File: src/rtl/stbr_pkg.sv
// Package for the stick-to-button remapper: configuration types, mapping codes
// and the function that applies one direction mapping. Depends on nothing.
`timescale 1ns / 1ps

package stbr_pkg;

    localparam int MASK_W = 17;
    localparam int DELAY_W = 31;
    localparam int BTN_W = 32;
    localparam int AXIS_W = 8;
    localparam int TIME_W = 32;
    localparam int CFG_IDX_W = 3;
    localparam int CFG_DATA_W = 31;

    localparam logic [AXIS_W-1:0] AXIS_CENTER = 8'd127;
    localparam logic [AXIS_W-1:0] AXIS_MAX = 8'd255;

    // Negative mapping codes that select an analog direction.
    localparam logic signed [MASK_W-1:0] CODE_UP = -17'sd1;
    localparam logic signed [MASK_W-1:0] CODE_DOWN = -17'sd2;
    localparam logic signed [MASK_W-1:0] CODE_LEFT = -17'sd3;
    localparam logic signed [MASK_W-1:0] CODE_RIGHT = -17'sd4;

    typedef enum logic [CFG_IDX_W-1:0] {
        CFG_REMAP_ENABLE = 3'd0,
        CFG_TRIGGER_MASK_ONE = 3'd1,
        CFG_TRIGGER_MASK_TWO = 3'd2,
        CFG_HOLD_DELAY = 3'd3,
        CFG_MAP_RIGHT = 3'd4,
        CFG_MAP_LEFT = 3'd5,
        CFG_MAP_UP = 3'd6,
        CFG_MAP_DOWN = 3'd7
    } cfg_idx_t;

    typedef struct packed {
        logic remap_enable;
        logic signed [MASK_W-1:0] trigger_mask_one;
        logic signed [MASK_W-1:0] trigger_mask_two;
        logic [DELAY_W-1:0] hold_delay;
        logic signed [MASK_W-1:0] map_right;
        logic signed [MASK_W-1:0] map_left;
        logic signed [MASK_W-1:0] map_up;
        logic signed [MASK_W-1:0] map_down;
    } cfg_t;

    typedef struct packed {
        logic [BTN_W-1:0] buttons;
        logic [AXIS_W-1:0] left_x;
        logic [AXIS_W-1:0] left_y;
        logic [AXIS_W-1:0] right_x;
        logic [AXIS_W-1:0] right_y;
        logic [TIME_W-1:0] time_now;
    } sample_t;

    typedef struct packed {
        logic [BTN_W-1:0] buttons;
        logic [AXIS_W-1:0] left_x;
        logic [AXIS_W-1:0] left_y;
        logic [AXIS_W-1:0] right_x;
        logic [AXIS_W-1:0] right_y;
    } result_t;

    typedef struct packed {
        logic up;
        logic down;
        logic left;
        logic right;
    } dir_t;

    typedef struct packed {
        logic [BTN_W-1:0] buttons;
        logic [AXIS_W-1:0] target;
    } map_res_t;

    function automatic logic [BTN_W-1:0] sext_mask(input logic signed [MASK_W-1:0] m);
        return {{(BTN_W-MASK_W){m[MASK_W-1]}}, m};
    endfunction

    // One mapping: a positive code ORs a mask on its own direction, a
    // direction code writes the target axis. With mirror set, up and left
    // give 255 minus the value and down and right the plain value.
    function automatic map_res_t apply_map(
        input logic signed [MASK_W-1:0] code,
        input logic btn_cond,
        input dir_t dir,
        input logic [AXIS_W-1:0] rx,
        input logic [AXIS_W-1:0] ry,
        input logic mirror,
        input map_res_t cur
    );
        map_res_t r;
        r = cur;
        if (!code[MASK_W-1] && (code != '0)) begin
            if (btn_cond) begin
                r.buttons = cur.buttons | {{(BTN_W-MASK_W){1'b0}}, code};
            end
        end else if (code == CODE_UP) begin
            if (dir.up) r.target = mirror ? (AXIS_MAX - ry) : ry;
        end else if (code == CODE_DOWN) begin
            if (dir.down) r.target = mirror ? ry : (AXIS_MAX - ry);
        end else if (code == CODE_LEFT) begin
            if (dir.left) r.target = mirror ? (AXIS_MAX - rx) : rx;
        end else if (code == CODE_RIGHT) begin
            if (dir.right) r.target = mirror ? rx : (AXIS_MAX - rx);
        end
        return r;
    endfunction

endpackage

File: src/rtl/stbr_calc.sv
// Combinational remapping of one registered sample.
// Depends on stbr_pkg.
`timescale 1ns / 1ps

module stbr_calc #(
    parameter int DEAD_ZONE = 32
) (
    input  stbr_pkg::sample_t smp,
    input  stbr_pkg::cfg_t cfg,
    input  logic [stbr_pkg::TIME_W-1:0] last_rest,
    output logic at_rest,
    output stbr_pkg::result_t res
);
    import stbr_pkg::*;

    localparam logic [AXIS_W-1:0] HI = AXIS_W'(127 + DEAD_ZONE);
    localparam logic [AXIS_W-1:0] LO = AXIS_W'(127 - DEAD_ZONE);

    logic deflected;
    logic delay_done;
    logic [TIME_W-1:0] rest_time;
    logic [TIME_W-1:0] due_time;
    dir_t dir;
    map_res_t mx;
    map_res_t my;
    logic [BTN_W-1:0] btn;

    always_comb
    begin
        at_rest = (smp.right_x <= HI) && (smp.right_x > LO)
               && (smp.right_y <= HI) && (smp.right_y > LO);
        deflected = (smp.right_x >= HI) || (smp.right_x < LO)
                 || (smp.right_y >= HI) || (smp.right_y < LO);
        // A sample at rest restarts the hold timer before the delay test.
        rest_time = at_rest ? smp.time_now : last_rest;
        due_time = rest_time + {1'b0, cfg.hold_delay};
        delay_done = smp.time_now >= due_time;

        dir.up = smp.right_y <= LO;
        dir.down = smp.right_y >= HI;
        dir.left = smp.right_x <= LO;
        dir.right = smp.right_x >= HI;

        btn = smp.buttons;
        mx = '{buttons: '0, target: smp.left_x};
        my = '{buttons: '0, target: smp.left_y};
        if (cfg.remap_enable && deflected) begin
            btn = btn | sext_mask(cfg.trigger_mask_one) | sext_mask(cfg.trigger_mask_two);
            if (delay_done) begin
                mx.buttons = btn;
                mx = apply_map(cfg.map_right, dir.right, dir, smp.right_x, smp.right_y,
                               1'b1, mx);
                mx = apply_map(cfg.map_left, dir.left, dir, smp.right_x, smp.right_y,
                               1'b0, mx);
                my.buttons = mx.buttons;
                my = apply_map(cfg.map_up, dir.up, dir, smp.right_x, smp.right_y,
                               1'b0, my);
                my = apply_map(cfg.map_down, dir.down, dir, smp.right_x, smp.right_y,
                               1'b1, my);
                btn = my.buttons;
            end
        end

        res.buttons = btn;
        res.left_x = mx.target;
        res.left_y = my.target;
        res.right_x = smp.right_x;
        res.right_y = smp.right_y;
    end

endmodule

File: src/rtl/stick_to_button_remapper_core.sv
// Top level of the stick-to-button remapper: input register, remap logic,
// result register and configuration registers. Depends on stbr_pkg, stbr_calc.
`timescale 1ns / 1ps

// Channel   Handshake              Payload
// -------   --------------------   ---------------------------------------------
// input     in_valid / in_stall    buttons_in, left_x_in, left_y_in, right_x_in,
//                                  right_y_in, time_now
// output    out_valid / out_stall  buttons_out, left_x_out, left_y_out,
//                                  right_x_out, right_y_out
// config    cfg_we                 cfg_index, cfg_data
//
// One sample per cycle is accepted while in_stall is low. A sample transfer
// lands in the input register; the remap logic works from it and the result
// lands in the output register when the output can advance. The only state
// carried from one sample to the next is the last rest time stamp, updated in
// the same cycle a sample at rest with remapping enabled moves into the output
// register. Reset clears the configuration, the rest time stamp and both valid
// flags. in_stall rises only when both registers are full and out_stall is high.

module stick_to_button_remapper_core #(
    parameter int DEAD_ZONE = 32
) (
    input  logic clk,
    input  logic rst_n,
    input  logic in_valid,
    output logic in_stall,
    input  logic [stbr_pkg::BTN_W-1:0] buttons_in,
    input  logic [stbr_pkg::AXIS_W-1:0] left_x_in,
    input  logic [stbr_pkg::AXIS_W-1:0] left_y_in,
    input  logic [stbr_pkg::AXIS_W-1:0] right_x_in,
    input  logic [stbr_pkg::AXIS_W-1:0] right_y_in,
    input  logic [stbr_pkg::TIME_W-1:0] time_now,
    output logic out_valid,
    input  logic out_stall,
    output logic [stbr_pkg::BTN_W-1:0] buttons_out,
    output logic [stbr_pkg::AXIS_W-1:0] left_x_out,
    output logic [stbr_pkg::AXIS_W-1:0] left_y_out,
    output logic [stbr_pkg::AXIS_W-1:0] right_x_out,
    output logic [stbr_pkg::AXIS_W-1:0] right_y_out,
    input  logic cfg_we,
    input  logic [stbr_pkg::CFG_IDX_W-1:0] cfg_index,
    input  logic [stbr_pkg::CFG_DATA_W-1:0] cfg_data
);
    import stbr_pkg::*;

    cfg_t cfg_reg;
    sample_t s1_reg;
    logic s1_valid_reg;
    result_t res_reg;
    logic out_valid_reg;
    logic [TIME_W-1:0] last_rest_reg;

    result_t res_next;
    logic at_rest;
    logic out_advance;
    logic in_advance;
    logic s1_move;

    // The output register can take a new result when empty or being drained.
    // The input register can take a sample when empty or moving forward.
    assign out_advance = !out_valid_reg || !out_stall;
    assign in_advance = !s1_valid_reg || out_advance;
    assign s1_move = s1_valid_reg && out_advance;
    assign in_stall = !in_advance;

    stbr_calc #(
        .DEAD_ZONE(DEAD_ZONE)
    ) u_calc (
        .smp(s1_reg),
        .cfg(cfg_reg),
        .last_rest(last_rest_reg),
        .at_rest(at_rest),
        .res(res_next)
    );

    // Config regs; user writes only while no sample is in flight; not enforced.
    always_ff @(posedge clk or negedge rst_n)
    begin
        if (!rst_n) begin
            cfg_reg <= '0;
        end else if (cfg_we) begin
            case (cfg_idx_t'(cfg_index))
                CFG_REMAP_ENABLE:     cfg_reg.remap_enable <= cfg_data[0];
                CFG_TRIGGER_MASK_ONE: cfg_reg.trigger_mask_one <= cfg_data[MASK_W-1:0];
                CFG_TRIGGER_MASK_TWO: cfg_reg.trigger_mask_two <= cfg_data[MASK_W-1:0];
                CFG_HOLD_DELAY:       cfg_reg.hold_delay <= cfg_data[DELAY_W-1:0];
                CFG_MAP_RIGHT:        cfg_reg.map_right <= cfg_data[MASK_W-1:0];
                CFG_MAP_LEFT:         cfg_reg.map_left <= cfg_data[MASK_W-1:0];
                CFG_MAP_UP:           cfg_reg.map_up <= cfg_data[MASK_W-1:0];
                CFG_MAP_DOWN:         cfg_reg.map_down <= cfg_data[MASK_W-1:0];
                default:              cfg_reg <= cfg_reg;
            endcase
        end
    end

    // Valid flags and the rest time stamp.
    always_ff @(posedge clk or negedge rst_n)
    begin
        if (!rst_n) begin
            s1_valid_reg <= 1'b0;
            out_valid_reg <= 1'b0;
            last_rest_reg <= '0;
        end else begin
            if (in_advance) begin
                s1_valid_reg <= in_valid;
            end
            if (out_advance) begin
                out_valid_reg <= s1_valid_reg;
            end
            if (s1_move && cfg_reg.remap_enable && at_rest) begin
                last_rest_reg <= s1_reg.time_now;
            end
        end
    end

    // Payload registers.
    always_ff @(posedge clk)
    begin
        if (in_advance && in_valid) begin
            s1_reg.buttons <= buttons_in;
            s1_reg.left_x <= left_x_in;
            s1_reg.left_y <= left_y_in;
            s1_reg.right_x <= right_x_in;
            s1_reg.right_y <= right_y_in;
            s1_reg.time_now <= time_now;
        end
        if (s1_move) begin
            res_reg <= res_next;
        end
    end

    assign out_valid = out_valid_reg;
    assign buttons_out = res_reg.buttons;
    assign left_x_out = res_reg.left_x;
    assign left_y_out = res_reg.left_y;
    assign right_x_out = res_reg.right_x;
    assign right_y_out = res_reg.right_y;

    // The input side only stalls while a sample waits in the input register.
    assert property (@(posedge clk) disable iff (!rst_n) in_stall |-> s1_valid_reg)
        else $error("input stalled with an empty input register");

    // With remapping disabled the rest time stamp never moves.
    assert property (@(posedge clk) disable iff (!rst_n)
        !cfg_reg.remap_enable |=> $stable(last_rest_reg))
        else $error("rest time stamp changed while remapping disabled");

    // A disabled remapper passes the buttons through unchanged.
    assert property (@(posedge clk) disable iff (!rst_n)
        (s1_move && !cfg_reg.remap_enable) |=> (buttons_out == $past(s1_reg.buttons)))
        else $error("buttons altered while remapping disabled");

    // A drained output register with nothing behind it goes empty.
    assert property (@(posedge clk) disable iff (!rst_n)
        (out_valid_reg && !out_stall && !s1_valid_reg) |=> !out_valid_reg)
        else $error("result repeated after transfer");

endmodule
File: config.mk
export PLATFORM = sky130hd
export DESIGN_NAME = stick_to_button_remapper_core
export DESIGN_NICKNAME = d
export VERILOG_FILES = /design/src/rtl/stbr_pkg.sv /design/src/rtl/stbr_calc.sv /design/src/rtl/stick_to_button_remapper_core.sv
export SDC_FILE = /design/constraint.sdc
export NUM_CORES = 1
export LEC_CHECK = 0
export BUFFER_PORTS_ARGS = -buffer_cell sky130_fd_sc_hd__clkbuf_2
export CAP_MARGIN = 20
export CORE_MARGIN = 2
export CORE_UTILIZATION = 40
export DETAILED_ROUTE_END_ITERATION = 6
export HOLD_SLACK_MARGIN = 0.1
export SETUP_SLACK_MARGIN = 0.3
export SLEW_MARGIN = 10
export SYNTH_ARGS = -nofsm -noshare
export SYNTH_HDL_FRONTEND = slang
export SYNTH_SLANG_ARGS = --single-unit
File: constraint.sdc
create_clock -name clk -period 5.6 [get_ports clk]
set_input_delay 1.68 -clock clk [delete_from_list [all_inputs] [get_ports clk]]
set_output_delay 1.68 -clock clk [all_outputs]
set_load 0.1 [all_outputs]
==> impl_metrics.xml, run 1 <==
<?xml version="1.0" encoding="UTF-8"?>
<metrics>
  <group name="run_status">
    <metric name="status" unit="">finished with violations</metric>
    <metric name="failed_checks" unit="">setup timing</metric>
  </group>
  <group name="sta">
    <metric name="setup_viol" unit="">26</metric>
    <metric name="tightestPinTransition" unit="ns">1.07</metric>
    <metric name="post-route-min-period" unit="ns">5.71</metric>
    <metric name="grt_setup_unrepaired" unit="">yes</metric>
    <metric name="fin_crit_sh" unit="%">102</metric>
    <metric name="postLayoutSetupSlackWorst" unit="ns">-0.109</metric>
    <metric name="timing.slew.headroom" unit="%">28.0</metric>
    <metric name="slew_violations" unit="">0</metric>
    <metric name="hold_slack" unit="ns">0.494</metric>
    <metric name="finClkSkew" unit="ns">0.0214</metric>
    <metric name="timing.fmax" unit="MHz">175</metric>
    <metric name="hold_violations" unit="">0</metric>
  </group>
  <group name="yosys">
    <metric name="post_synth.cell_area_avg" unit="um^2">11.8</metric>
    <metric name="synth_top_cells_by_area" unit="">sky130_fd_sc_hd__edfxtp_1, sky130_fd_sc_hd__dfrtp_1, sky130_fd_sc_hd__mux2_2, sky130_fd_sc_hd__ha_1, sky130_fd_sc_hd__a21oi_1</metric>
    <metric name="synthesis.yosys.warnings" unit="">0</metric>
    <metric name="dominant_cell_type_by_area_after_synthesis" unit="">sky130_fd_sc_hd__edfxtp_1</metric>
    <metric name="synth_sequential_area_ratio" unit="%">52.5</metric>
    <metric name="yosys.cell_count.top_type" unit="">sky130_fd_sc_hd__mux2_2</metric>
    <metric name="cell_area_after_technology_mapping" unit="um^2">17200</metric>
    <metric name="yosys.area.top_type_share" unit="%">28.0</metric>
    <metric name="dominantRegCellSynth" unit="">sky130_fd_sc_hd__dfrtp_1</metric>
    <metric name="asyncSetResetFlopFracSynth" unit="%">51.2</metric>
    <metric name="synth.distinct_cells" unit="">83</metric>
    <metric name="synth.ff_latch_count" unit="">328</metric>
    <metric name="synthTopCellsByCount" unit="">sky130_fd_sc_hd__mux2_2, sky130_fd_sc_hd__dfrtp_1, sky130_fd_sc_hd__edfxtp_1, sky130_fd_sc_hd__a21oi_1, sky130_fd_sc_hd__nor2_1</metric>
    <metric name="synth-edff-count" unit="">160</metric>
    <metric name="synth_fp_nets" unit="">1657</metric>
    <metric name="syn_inst" unit="">1458</metric>
  </group>
  <group name="worst_setup_path">
    <metric name="crit_path_max_incr_delay" unit="ns">0.42</metric>
    <metric name="timing.setup.critical_path_class" unit="">reg2reg</metric>
    <metric name="critical_path.max_fanout" unit="">7</metric>
    <metric name="worst_ep_required_time" unit="ns">5.89</metric>
    <metric name="cp-end-kind" unit="">register</metric>
    <metric name="critPathArrivalTime" unit="ns">6.00</metric>
    <metric name="worst_path_most_repeated_cell" unit="">sky130_fd_sc_hd__a21o_1</metric>
    <metric name="slowest_stage" unit="">sky130_fd_sc_hd__edfxtp_1</metric>
    <metric name="worst_setup_path_start_kind" unit="">register</metric>
  </group>
  <group name="global_route">
    <metric name="grt_first_pass_wirelength" unit="um">80600</metric>
    <metric name="grt.total_usage" unit="%">23.7</metric>
    <metric name="grt_max_degree" unit="">108</metric>
    <metric name="grt-ovfl-total" unit="">0</metric>
    <metric name="grt_pass1_vias" unit="">13600</metric>
    <metric name="antenna_found_initial" unit="">2</metric>
  </group>
  <group name="drt">
    <metric name="detail_route.first_pass.iterations" unit="">5</metric>
    <metric name="remaining_drc_errors" unit="">0</metric>
    <metric name="routed_wl" unit="um">52600</metric>
    <metric name="drt_first_iter_violations" unit="">1012</metric>
    <metric name="ant_nets" unit="">0</metric>
    <metric name="wl_per_cell" unit="um">22.7</metric>
    <metric name="vias" unit="">13400</metric>
    <metric name="vias_per_cell" unit="">5.79</metric>
  </group>
  <group name="placed_design">
    <metric name="detailedPlace.worstSlack" unit="ns">-0.257</metric>
    <metric name="placed_area" unit="um^2">19400</metric>
    <metric name="port_buffers" unit="">200</metric>
    <metric name="hpwl" unit="um">37600</metric>
    <metric name="gp_congestion" unit="">0.937</metric>
  </group>
  <group name="clocking">
    <metric name="cts_htree_levels" unit="">2</metric>
    <metric name="cts_buffers" unit="">37</metric>
    <metric name="cts_tree" unit="">built</metric>
    <metric name="clockRootBuffer" unit="">sky130_fd_sc_hd__clkbuf_16</metric>
    <metric name="clkSinkCount" unit="">328</metric>
    <metric name="cts.clk_slew.worst_paths" unit="ns">0.06</metric>
    <metric name="clk_lat_worst_skew" unit="ns">0.55</metric>
    <metric name="cts_hold_buf" unit="">0</metric>
    <metric name="cts-root-to-sink-buffers" unit="">3</metric>
  </group>
  <group name="power_and_ir_drop">
    <metric name="leakage" unit="nW">9.03</metric>
    <metric name="peak_vdd_ir" unit="mV">0.247</metric>
    <metric name="power-per-cell-area" unit="nW/um^2">449</metric>
  </group>
  <group name="floorplan">
    <metric name="dieHeight" unit="um">211</metric>
    <metric name="fp.dieW" unit="um">211</metric>
    <metric name="floorplan.initialDensity" unit="%">40.8</metric>
    <metric name="std_cell_rows" unit="">75</metric>
    <metric name="total_i_o_pin_count" unit="">201</metric>
    <metric name="coreArea" unit="um^2">42100</metric>
    <metric name="die_area" unit="um^2">44600</metric>
  </group>
  <group name="layout">
    <metric name="proportion_of_layout_cells_with_a_drive_suffix_above_1" unit="%">38.9</metric>
    <metric name="largest_register_ffs" unit="">134</metric>
    <metric name="area_growth_syn_to_layout" unit="%">25.2</metric>
    <metric name="net_count_reported_at_finish" unit="">1951</metric>
    <metric name="finish.instance_area" unit="um^2">21500</metric>
  </group>
  <group name="hold_path">
    <metric name="worst_hold_path_type" unit="">reg2reg</metric>
  </group>
  <group name="flow_run">
    <metric name="cap_violations" unit="">0</metric>
  </group>
</metrics>
==> worst max-delay path, delay by kind of cell, from the launching register on <==
family          cells  cell delay, ns
mux                 2            0.67
fa+ha+maj           2            0.49
buf+inv             3            0.46
flops               1            0.42
simple gates        5            0.77
compound gates     14            2.47
xor+xnor            1            0.16
==> metrics by stage <==
step,utilization [%],cells,power (mW),setup TNS (ns)
after floorplan,-,1458,5.52,0
after global placement,46.0,2218,6.49,-0.709
after detailed placement,46.0,2218,6.55,-3.98
after global routing,51.0,2320,10.2,-11.34
after CTS,50.3,2305,9.53,0
final,51.0,2320,9.66,-1.73
==> kinds of logic after synthesis <==
family          Yosys count  share of synthesized area (%)
fa+ha+maj                64                           4.71
compound gates          399                           15.9
xor+xnor                 27                           1.38
mux                     198                           13.0
buf+inv                 101                           2.38
simple gates            341                           10.2
flops                   328                           52.5
==> worst paths after layout <==
kind                                               start                  endpoint  slack, ns  cells past startpoint
worst max-delay path                s1_reg[37]$_DFFE_PP_   left_x_out[2]$_DFFE_PP_      -0.11                     27
worst min-delay path            cfg_reg[113]$_DFFE_PN0P_  cfg_reg[113]$_DFFE_PN0P_       0.49                      1
worst max register to register      s1_reg[37]$_DFFE_PP_   left_x_out[2]$_DFFE_PP_      -0.11                     27
worst min register to register  cfg_reg[113]$_DFFE_PN0P_  cfg_reg[113]$_DFFE_PN0P_       0.49                      1
max in group asynchronous                          rst_n   cfg_reg[39]$_DFFE_PN0P_       3.57                      3
min in group asynchronous                          rst_n   cfg_reg[89]$_DFFE_PN0P_       0.99                      1
==> layer usage <==
layer / global-route usage (%) / wire length [um] / vias to the layer above
met5: 0 / 13 / -
met4: 9.74 / 2100 / 2
met3: 3.27 / 2860 / 116
met2: 41.1 / 26000 / 446
met1: 29.9 / 21600 / 6629
li1: - / - / 6236
==> final cells by class <==
class | instances | area [um^2]
fillers | 3736 | 20600
repair buffers | 326 | 2160
clock buffers | 50 | 1070
clock inverters | 17 | 181
inverters | 29 | 109
flip-flops and latches | 328 | 9010
diodes | 1 | 2.50
well taps | 539 | 674
multi-input cells | 1030 | 8300
==> layout by cell type (no fill, tap or decap), drive strengths merged, types with 22 or more instances in the layout <==
master / n
nand3: 34
edfxtp: 160
nand2: 74
a21oi: 95
o21ai: 78
or2: 22
nand2b: 31
a21o: 36
mux2: 195
buf: 127
dfrtp: 168
ha: 63
inv: 30
clkbuf: 249
nor2: 78
a221oi: 25
nand4: 23
nor4: 23
==> power by group <==
part           leakage, nW  switching, mW  internal [mW]
sequential            3.57          0.348           2.97
clock                0.612          0.997           1.49
combinational         4.85           2.09           1.76
==> what timing repair did <==
item / 4_1_cts / 5_1_grt
gates resized for setup: 85 / 37
pin swaps: 54 / 31
cloned: 3 / 0
endpoints found under the setup margin: 32 / 32
setup buffers: 17 / 11
Note: power is estimated with default switching activity, not from simulation.
==> inputs of run 2 (changes only) <==
--- a/config.mk
+++ b/config.mk
@@ -7,6 +7,7 @@
 export LEC_CHECK = 0
 export BUFFER_PORTS_ARGS = -buffer_cell sky130_fd_sc_hd__clkbuf_2
 export CAP_MARGIN = 20
+export CORE_ASPECT_RATIO = 0.9
 export CORE_MARGIN = 2
 export CORE_UTILIZATION = 40
 export DETAILED_ROUTE_END_ITERATION = 6
==> run 2 against run 1 <==
Effect of this change:
- the run still ends with setup timing left
- largest cell class unchanged
- count of clock-buffer cells in the layout is 4 lower
- die area hardly changed
- core utilization hardly changed
- critical path type unchanged
- fmax is 1.0% higher
- total power is 0.77% lower
- first-iteration DRC count is 12% higher
- global-route usage hardly changed
- sequential share of layout area hardly changed
- critical path depth is 1 higher
- cell area hardly changed
- register-to-register slack better by 0.06 ns
==> impl_metrics.xml, run 2 (synthesized netlist as in run 1, its figures left out) <==
<?xml version="1.0" encoding="UTF-8"?>
<metrics>
  <group name="clocking">
    <metric name="cts_buffers" unit="">38</metric>
    <metric name="cts-root-to-sink-buffers" unit="">3</metric>
    <metric name="cts.clk_slew.worst_paths" unit="ns">0.06</metric>
    <metric name="cts_tree" unit="">built</metric>
    <metric name="clk_lat_worst_skew" unit="ns">0.58</metric>
    <metric name="clockRootBuffer" unit="">sky130_fd_sc_hd__clkbuf_16</metric>
    <metric name="clkSinkCount" unit="">328</metric>
    <metric name="cts_htree_levels" unit="">2</metric>
  </group>
  <group name="drt">
    <metric name="drt_first_iter_violations" unit="">1137</metric>
    <metric name="routed_wl" unit="um">53100</metric>
    <metric name="vias_per_cell" unit="">5.78</metric>
    <metric name="remaining_drc_errors" unit="">0</metric>
    <metric name="wl_per_cell" unit="um">22.7</metric>
    <metric name="vias" unit="">13500</metric>
    <metric name="detail_route.first_pass.iterations" unit="">6</metric>
    <metric name="ant_nets" unit="">0</metric>
  </group>
  <group name="layout">
    <metric name="largest_register_ffs" unit="">134</metric>
    <metric name="proportion_of_layout_cells_with_a_drive_suffix_above_1" unit="%">39.3</metric>
    <metric name="net_count_reported_at_finish" unit="">1957</metric>
    <metric name="nFillCells" unit="">3781</metric>
    <metric name="layout_commonest_cell" unit="">sky130_fd_sc_hd__clkbuf_2</metric>
    <metric name="antenna_cells_inserted" unit="">0</metric>
    <metric name="final_cell_mix" unit="">sky130_fd_sc_hd__clkbuf_2, sky130_fd_sc_hd__mux2_2, sky130_fd_sc_hd__dfrtp_1</metric>
    <metric name="area_growth_syn_to_layout" unit="%">25.1</metric>
    <metric name="final-instance-count-excl-fill" unit="">2335</metric>
  </group>
  <group name="worst_setup_path">
    <metric name="crit_cells" unit="">28</metric>
    <metric name="worst_ep_required_time" unit="ns">5.89</metric>
    <metric name="worst_r2r_path_depth" unit="">28</metric>
    <metric name="worst_setup_path_start_kind" unit="">register</metric>
    <metric name="slowest_stage" unit="">sky130_fd_sc_hd__edfxtp_1</metric>
    <metric name="critPathArrivalTime" unit="ns">5.95</metric>
    <metric name="critPathBufInv" unit="">3</metric>
    <metric name="timing.setup.critical_path_class" unit="">reg2reg</metric>
    <metric name="crit_path_max_incr_delay" unit="ns">0.44</metric>
    <metric name="cp-end-kind" unit="">register</metric>
    <metric name="critical_path.max_fanout" unit="">6</metric>
    <metric name="crit_family" unit="">compound AO/OA/AOI/OAI gates</metric>
    <metric name="worst_path_most_repeated_cell" unit="">sky130_fd_sc_hd__a21o_1</metric>
    <metric name="start_of_the_worst_register_to_register_path" unit="">s1_reg[38]$_DFFE_PP_</metric>
    <metric name="setup.worst_path.start" unit="">s1_reg[38]$_DFFE_PP_</metric>
  </group>
  <group name="sta">
    <metric name="slew_violations" unit="">0</metric>
    <metric name="finClkSkew" unit="ns">0.0412</metric>
    <metric name="fin_crit_sh" unit="%">101</metric>
    <metric name="timing.fmax" unit="MHz">177</metric>
    <metric name="hold_slack" unit="ns">0.498</metric>
    <metric name="postLayoutSetupSlackWorst" unit="ns">-0.0506</metric>
    <metric name="hold_violations" unit="">0</metric>
    <metric name="setup_viol" unit="">10</metric>
    <metric name="timing.slew.headroom" unit="%">28.5</metric>
    <metric name="post-route-min-period" unit="ns">5.65</metric>
    <metric name="grt_setup_unrepaired" unit="">yes</metric>
    <metric name="tightestPinTransition" unit="ns">1.07</metric>
  </group>
  <group name="floorplan">
    <metric name="floorplan.initialDensity" unit="%">40.8</metric>
    <metric name="total_i_o_pin_count" unit="">201</metric>
    <metric name="coreArea" unit="um^2">42100</metric>
    <metric name="fp.dieW" unit="um">222</metric>
    <metric name="dieHeight" unit="um">201</metric>
    <metric name="std_cell_rows" unit="">71</metric>
    <metric name="die_area" unit="um^2">44600</metric>
  </group>
  <group name="power_and_ir_drop">
    <metric name="combPwrFrac" unit="%">40.2</metric>
    <metric name="p_switching" unit="mW">3.49</metric>
    <metric name="internal_portion_of_total_power" unit="mW">6.09</metric>
    <metric name="seq_power_share" unit="%">34.7</metric>
    <metric name="sw_frac_of_total" unit="%">36.4</metric>
    <metric name="peak_vdd_ir" unit="mV">0.304</metric>
    <metric name="leakage" unit="nW">9.03</metric>
    <metric name="power-per-cell-area" unit="nW/um^2">446</metric>
    <metric name="clock_power_share" unit="%">25.1</metric>
    <metric name="p_total" unit="mW">9.58</metric>
  </group>
  <group name="hold_path">
    <metric name="worst_hold_path_type" unit="">reg2reg</metric>
    <metric name="worst_hold_startpoint" unit="">cfg_reg[110]$_DFFE_PN0P_</metric>
    <metric name="hold-path-cell-count" unit="">1</metric>
  </group>
  <group name="global_route">
    <metric name="globalRouteMet1Util" unit="%">32.4</metric>
    <metric name="use_met2" unit="%">38.0</metric>
    <metric name="global_route.usage.met3" unit="%">4.10</metric>
    <metric name="grt-busiest-layer" unit="">met2</metric>
    <metric name="grt_pass1_vias" unit="">13700</metric>
    <metric name="grt_first_pass_wirelength" unit="um">81700</metric>
    <metric name="grt_max_degree" unit="">106</metric>
    <metric name="antenna_found_initial" unit="">0</metric>
    <metric name="grt-ovfl-total" unit="">0</metric>
    <metric name="grt.total_usage" unit="%">23.7</metric>
  </group>
  <group name="placed_design">
    <metric name="detailedPlace.worstSlack" unit="ns">-0.342</metric>
    <metric name="placed_instances" unit="">2232</metric>
    <metric name="gp_congestion" unit="">0.957</metric>
    <metric name="hpwl" unit="um">37800</metric>
    <metric name="port_buffers" unit="">200</metric>
  </group>
  <group name="flow_run">
    <metric name="cap_violations" unit="">0</metric>
  </group>
  <group name="run_status">
    <metric name="status" unit="">finished with violations</metric>
    <metric name="failed_checks" unit="">setup timing</metric>
  </group>
</metrics>
## run 2: path summary, 6_finish.rpt
path / to / slack (ns)
setup / recovery: left_x_out[4]$_DFFE_PP_ / -0.05
min in group asynchronous: cfg_reg[87]$_DFFE_PN0P_ / 1.23
setup reg to reg: left_x_out[4]$_DFFE_PP_ / -0.05
max in group asynchronous: cfg_reg[34]$_DFFE_PN0P_ / 3.38
hold reg to reg: cfg_reg[110]$_DFFE_PN0P_ / 0.50
hold / removal: cfg_reg[110]$_DFFE_PN0P_ / 0.50
## run 2: routing by layer
metal / part of all wire, % / vias to the layer above
met5: 0 / -
met4: 3.2 / 0
met3: 6.1 / 100
met2: 46 / 469
met1: 45 / 6698
li1: - / 6230
## run 2: stage by stage
step	TNS, ns	instance area (um^2)	utilization, %
floorplan	0	17300	-
global placement	-1.81	19500	46.2
detailed placement	-4.41	19500	46.2
CTS	0	21300	50.5
global route	-6.16	21500	51.0
finish	-0.241	21500	51.0
## run 2: what timing repair did
item | 4_1_cts | 5_1_grt
resized for setup | 81 | 31
setup buffers | 21 | 6
hold buffers | 0 | 0
pin swaps | 53 | 27
setup endpoints to repair | 32 | 32
cloned | 4 | 0
## run 2: area by class of cell
| type | instances | area [um^2] | area share [%] |
|---|---|---|---|
| clock buffer | 46 | 1020 | 4.75 |
| clock inverter | 24 | 186 | 0.868 |
| multi-input combinational | 1030 | 8310 | 38.7 |
| inverter | 29 | 109 | 0.507 |
| tap | 547 | 684 | 3.19 |
| sequential | 328 | 9010 | 41.9 |
| timing repair buffer | 331 | 2160 | 10.1 |
## run 2: power by group through the flow
stage	registers [mW]	logic [mW]	clock network, mW
4_1_cts	3.32	3.71	2.47
3_5_place_dp	3.36	3.24	0
3_3_place_gp	3.35	3.19	0
5_1_grt	3.38	4.17	2.57
2_1_floorplan	3.64	1.88	0
6_report	3.33	3.85	2.40
